[src/design/lmt_pkg.sv]
`timescale 1ns / 1ps
// ----------------------------------------------------------------------------
// lmt_pkg: shared types and constants of the line maximum tree
// Node pool size, operation codes and the controller/datapath interface.
// ----------------------------------------------------------------------------
package lmt_pkg;

    localparam int NODES = 1024;
    localparam int IDX_W = $clog2(NODES);
    localparam int CNT_W = $clog2(NODES + 1);
    localparam int RNG_W = 34;
    localparam int TAG_W = 3;

    localparam logic signed [63:0] EMPTY_B = -64'sh3f2f1f0f3f2f1f0f;

    localparam logic [1:0] FUNC_INSERT = 2'd0;
    localparam logic [1:0] FUNC_QUERY  = 2'd1;
    localparam logic [1:0] FUNC_CLEAR  = 2'd2;

    localparam logic [0:0] REG_DOMAIN_LOW  = 1'b0;
    localparam logic [0:0] REG_DOMAIN_HIGH = 1'b1;

    // Evaluation tags: bit 0 picks the carried line, bits 2:1 the point
    localparam logic [TAG_W-1:0] TAG_LAST_INS = 3'd5;
    localparam logic [TAG_W-1:0] TAG_QUERY    = 3'd6;

    localparam logic [1:0] PT_LO  = 2'd0;
    localparam logic [1:0] PT_HI  = 2'd1;
    localparam logic [1:0] PT_MID = 2'd2;
    localparam logic [1:0] PT_X   = 2'd3;

    localparam int S_DATA_W = 128;
    localparam int M_DATA_W = 72;

    typedef struct packed {
        logic             clear;
        logic             rd;
        logic             ev_valid;
        logic [TAG_W-1:0] ev_tag;
        logic             dec;
        logic             ins_wr;
        logic             new_wr;
        logic             q_step;
        logic             out_load;
    } cmd_t;

    typedef struct packed {
        logic [1:0] func;
        logic       fits;
        logic       full;
        logic       child_zero;
        logic       q_last;
    } sts_t;

endpackage

[src/design/lmt_ctrl.sv]
`timescale 1ns / 1ps
// ----------------------------------------------------------------------------
// lmt_ctrl: sequencer of the line maximum tree
// Walks one tree path per insert or query item, issuing reads, evaluations and writes.
// ----------------------------------------------------------------------------
module lmt_ctrl (
    input  logic           aclk,
    input  logic           aresetn,
    input  logic           in_xfer,
    output logic           in_ready,
    input  logic           m_tready,
    output logic           m_tvalid,
    input  lmt_pkg::sts_t  sts,
    output lmt_pkg::cmd_t  cmd
);

    typedef enum logic [3:0] {
        S_INIT, S_IDLE, S_DISP, S_CLR, S_RD, S_EVAL, S_WAIT, S_DEC, S_WR, S_NEW,
        S_QEV, S_QWAIT, S_QSTEP, S_DONE
    } state_t;

    state_t                      state_reg, state_next;
    logic [lmt_pkg::TAG_W-1:0]   cnt_reg, cnt_next;
    logic                        valid_reg, valid_next;

    assign in_ready = (state_reg == S_IDLE);
    assign m_tvalid = valid_reg;

    // Command decode and next state
    always_comb begin
        state_next = state_reg;
        cnt_next   = cnt_reg;
        valid_next = valid_reg & ~m_tready;
        cmd        = '0;
        case (state_reg)
            S_INIT: begin
                cmd.clear  = 1'b1;
                state_next = S_IDLE;
            end
            S_IDLE: begin
                if (in_xfer) begin
                    state_next = S_DISP;
                end
            end
            // Dispatch on the captured operation
            S_DISP: begin
                case (sts.func)
                    lmt_pkg::FUNC_INSERT: state_next = S_RD;
                    lmt_pkg::FUNC_QUERY:  state_next = S_RD;
                    lmt_pkg::FUNC_CLEAR:  state_next = S_CLR;
                    default:              state_next = S_DONE;
                endcase
            end
            S_CLR: begin
                cmd.clear  = 1'b1;
                state_next = S_DONE;
            end
            S_RD: begin
                cmd.rd   = 1'b1;
                cnt_next = '0;
                state_next = (sts.func == lmt_pkg::FUNC_QUERY) ? S_QEV : S_EVAL;
            end
            S_EVAL: begin
                cmd.ev_valid = 1'b1;
                cmd.ev_tag   = cnt_reg;
                cnt_next     = cnt_reg + 1'b1;
                if (cnt_reg == lmt_pkg::TAG_LAST_INS) state_next = S_WAIT;
            end
            S_WAIT: state_next = S_DEC;
            S_DEC: begin
                cmd.dec    = 1'b1;
                state_next = S_WR;
            end
            S_WR: begin
                cmd.ins_wr = 1'b1;
                if (sts.fits || (sts.child_zero && sts.full)) state_next = S_DONE;
                else if (sts.child_zero) state_next = S_NEW;
                else state_next = S_RD;
            end
            S_NEW: begin
                cmd.new_wr = 1'b1;
                state_next = S_RD;
            end
            S_QEV: begin
                cmd.ev_valid = 1'b1;
                cmd.ev_tag   = lmt_pkg::TAG_QUERY;
                state_next   = S_QWAIT;
            end
            S_QWAIT: state_next = S_QSTEP;
            S_QSTEP: begin
                cmd.q_step = 1'b1;
                state_next = sts.q_last ? S_DONE : S_RD;
            end
            S_DONE: begin
                if (!valid_reg || m_tready) begin
                    cmd.out_load = 1'b1;
                    valid_next   = 1'b1;
                    state_next   = S_IDLE;
                end
            end
            default: state_next = S_IDLE;
        endcase
    end

    // State and registered outputs
    always_ff @(posedge aclk) begin
        if (!aresetn) begin
            state_reg <= S_INIT;
            cnt_reg   <= '0;
            valid_reg <= 1'b0;
        end else begin
            state_reg <= state_next;
            cnt_reg   <= cnt_next;
            valid_reg <= valid_next;
        end
    end

endmodule

[config.mk]
export PLATFORM = sky130hd
export DESIGN_NAME = lmt_ctrl
export DESIGN_NICKNAME = d
export VERILOG_FILES = /design/src/design/lmt_pkg.sv /design/src/design/lmt_ctrl.sv
export SDC_FILE = /design/constraint.sdc
export NUM_CORES = 1
export LEC_CHECK = 0
export ABC_AREA = 1
export BUFFER_PORTS_ARGS = -buffer_cell sky130_fd_sc_hd__buf_4
export CORE_MARGIN = 10
export CORE_UTILIZATION = 34
export DETAILED_ROUTE_END_ITERATION = 8
export GPL_TIMING_DRIVEN = 0
export SYNTH_ARGS = -nofsm -noshare
export SYNTH_HDL_FRONTEND = slang
export SYNTH_SLANG_ARGS = --single-unit
[constraint.sdc]
create_clock -name aclk -period 2.3 [get_ports aclk]
set_input_delay 0.23 -clock aclk [delete_from_list [all_inputs] [get_ports aclk]]
set_output_delay 0.23 -clock aclk [all_outputs]
set_load 0.02 [all_outputs]
==> results_dict.tcl <==
set metrics [dict create \
    die_x_um 63.83 \
    diodes 0 \
    overflow 0 \
    clockBufferDepth 2 \
    finalSetupTns_ns 0 \
    drcViolationCount 0 \
    die-height_um 63.83 \
    core_area_um2 1783 \
    clk_latency_ns 0.25 \
    first_iter_violations 9 \
    multiInputGateArea_um2 402.9 \
    r2r_cells 9 \
    ys_seq_area_frac 0.2452 \
    rsz0062_at_grt "false" \
    worst_slack_ns 0.6691 \
    reg2reg_slack_ns 0.96 \
    drv_cap 0 \
    post_dp_cell_area_um2 849.6 \
    synth-xor-area-share 0 \
    fin_area_um2 872.1 \
    synthCells 117 \
    start_util 0.3663 \
    cts_resized 0 \
    final_common_cell "nand2_1" \
    fmax_mhz 613.2 \
    crit_path_end_kind "primary output" \
    r2r-start "state_reg[0]$_SDFFE_PN0P_" \
    critPathKind "reg -> out" \
    finalCriticalPeriod_ns 1.631 \
    slew_violations 0 \
    yosysWarnings 0 \
    antenna_left 0 \
    cts_tree "built" \
    grt_pass1_wl_um 2918 \
    io_pins 23 \
    synth.distinct_cells 18 \
    cts_root_buf "clkbuf_4" \
    avgSynthCellArea_um2 5.582 \
    hp-class "in -> reg" \
    ir_worst_vdd_uv 405.2 \
    grt_antenna_before_repair 0 \
    dpl.hpwl_um 1528 \
    synthSimpleGateAreaFrac 0.4406 \
    regArea_um2 160.2 \
    hold-path-endpoint "cnt_reg[0]$_SDFFE_PN0P_" \
    drtPass1Iterations 4 \
    fin_crit_sh 0.7091 \
    worstHoldStart "aresetn" \
    dp_cells 164 \
    utilization 0.4891 \
    totalWireLength_um 1744 \
    synthMuxAreaShare 0 \
    clkTransAtPathRegs_ns 0.05 \
    synth_top_family_by_area "simple AND/OR/NAND/NOR gates" \
    syn_to_final_growth_pct 33.52 \
    fillCellCount 193 \
    setup_viol 0 \
    relSlewSlack 0.8183 \
    outcome "completed" \
    dp_worst_setup_slack_ns 0.9422 \
    gp_congestion 0.8815 \
    worst_hold_path.num_cells 3 \
    fin_nets 156 \
    layoutNonFillerInstCount 167 \
    syn_nets 129 \
    synth_adder_area_share 0.03831 \
    layout_common_cells "29 x nand2_1, 22 x buf_4, 17 x inv_1, 16 x nor2_1, 10 x a21oi_1" \
    cts_setup_buffers 0 \
    power_density_nw_per_um2 973.9 \
    cp_max_fo 8 \
    rows 15 \
    tightest_slew_ns 0.2721 \
    io_buffers 22 \
    p_leak_nw 0.4702 \
    die-area_um2 4074 \
    globalRouteTotalUtil 0.08445 \
    first_global_vias 707 \
    largest_reg_flops 4 \
    via_count 750 \
    netlist_area_um2 653.1 \
    r2r-end "state_reg[1]$_SDFFE_PN0P_" \
    avgRoutedWirePerCell_um 10.44 \
    p_total_mw 0.8493 \
    ys_seq_elements 8 \
    skew_ns 0.006125 \
    crit_arrival_ns 1.40 \
    cp-start-kind "register" \
    finalHoldViolations 0 \
    h-tree-depth 1 \
    cts.sinks 8 \
    synth_compound_area_frac 0.1379 \
    drive_gt1_frac 0.2746 \
    grt_max_degree 9 \
    cts_hold_buf 0 \
    required_ns 2.07 \
    vias_per_cell 4.491 \
    timing.hold.ws_ns 0.2424 \
    cts_made_buffers 3 \
]
synthesized netlist by cell type:
cell type	n	area [µm²]
nand2_1	29	108.9
inv_1	17	63.81
nor2_1	16	60.06
a21oi_1	10	50.05
nand3_1	9	45.04
dfxtp_1	8	160.2
nor2_2	7	43.79
inv_2	6	22.52
o21ai_0	3	15.01
ha_1	2	25.02
nor3_1	2	10.01
o21ai_1	2	10.01
a211oi_1	1	7.510
clkinv_1	1	3.750
nand2_2	1	6.260
nand3b_1	1	7.510
o211ai_1	1	7.510
or2_1	1	6.260
layout make-up:
class | instances | share of cell area
repair buffers | 22 | 0.1894
inverters | 24 | 0.1033
clock buffers | 3 | 0.02582
flip-flops and latches | 8 | 0.1836
well taps | 25 | 0.03587
multi-input cells | 85 | 0.4620
worst max-delay path by stage:
stage                              startpoint  cells after the start     end  slack, ns
finish              state_reg[0]$_SDFFE_PN0P_                      5  cmd[7]       0.67
detailed placement  state_reg[0]$_SDFFE_PN0P_                      5  cmd[7]       0.94
CTS                 state_reg[0]$_SDFFE_PN0P_                      5  cmd[7]       0.66
global route        state_reg[0]$_SDFFE_PN0P_                      5  cmd[6]       0.54
floorplan           state_reg[0]$_SDFFE_PN0P_                      4  cmd[6]       0.89
global placement    state_reg[0]$_SDFFE_PN0P_                      5  cmd[6]       0.96
report_power, final:
| group | internal, mW | switching, mW | total [mW] |
|---|---|---|---|
| combinational | 0.194 | 0.331 | 0.525 |
| clock | 0.0594 | 0.0429 | 0.102 |
| sequential | 0.171 | 0.0510 | 0.222 |
critical path, cell delays in order, from the launching register on:
cell,delay [ns]
dfxtp_1,0.47
inv_2,0.06
nor2_2,0.12
nand2_2,0.14
o21ai_0,0.20
buf_4,0.17
cells by family after synthesis:
| kind of cell | Yosys count |
|---|---|
| AO/OA/AOI/OAI | 17 |
| adder cells (fa/ha/maj) | 2 |
| buffers and inverters | 24 |
| flip-flops | 8 |
| AND/OR/NAND/NOR | 66 |
per-layer routing:
metal	up-vias	share of wire	global-route usage	wire [µm]
met5	-	0	0	0
met4	0	0.011	0.04098	19
met3	2	0.077	0.03659	135
met2	18	0.47	0.1381	814
met1	316	0.44	0.09136	775
li1	414	-	-	-
No activity file was read; power rests on OpenSTA's default activity.
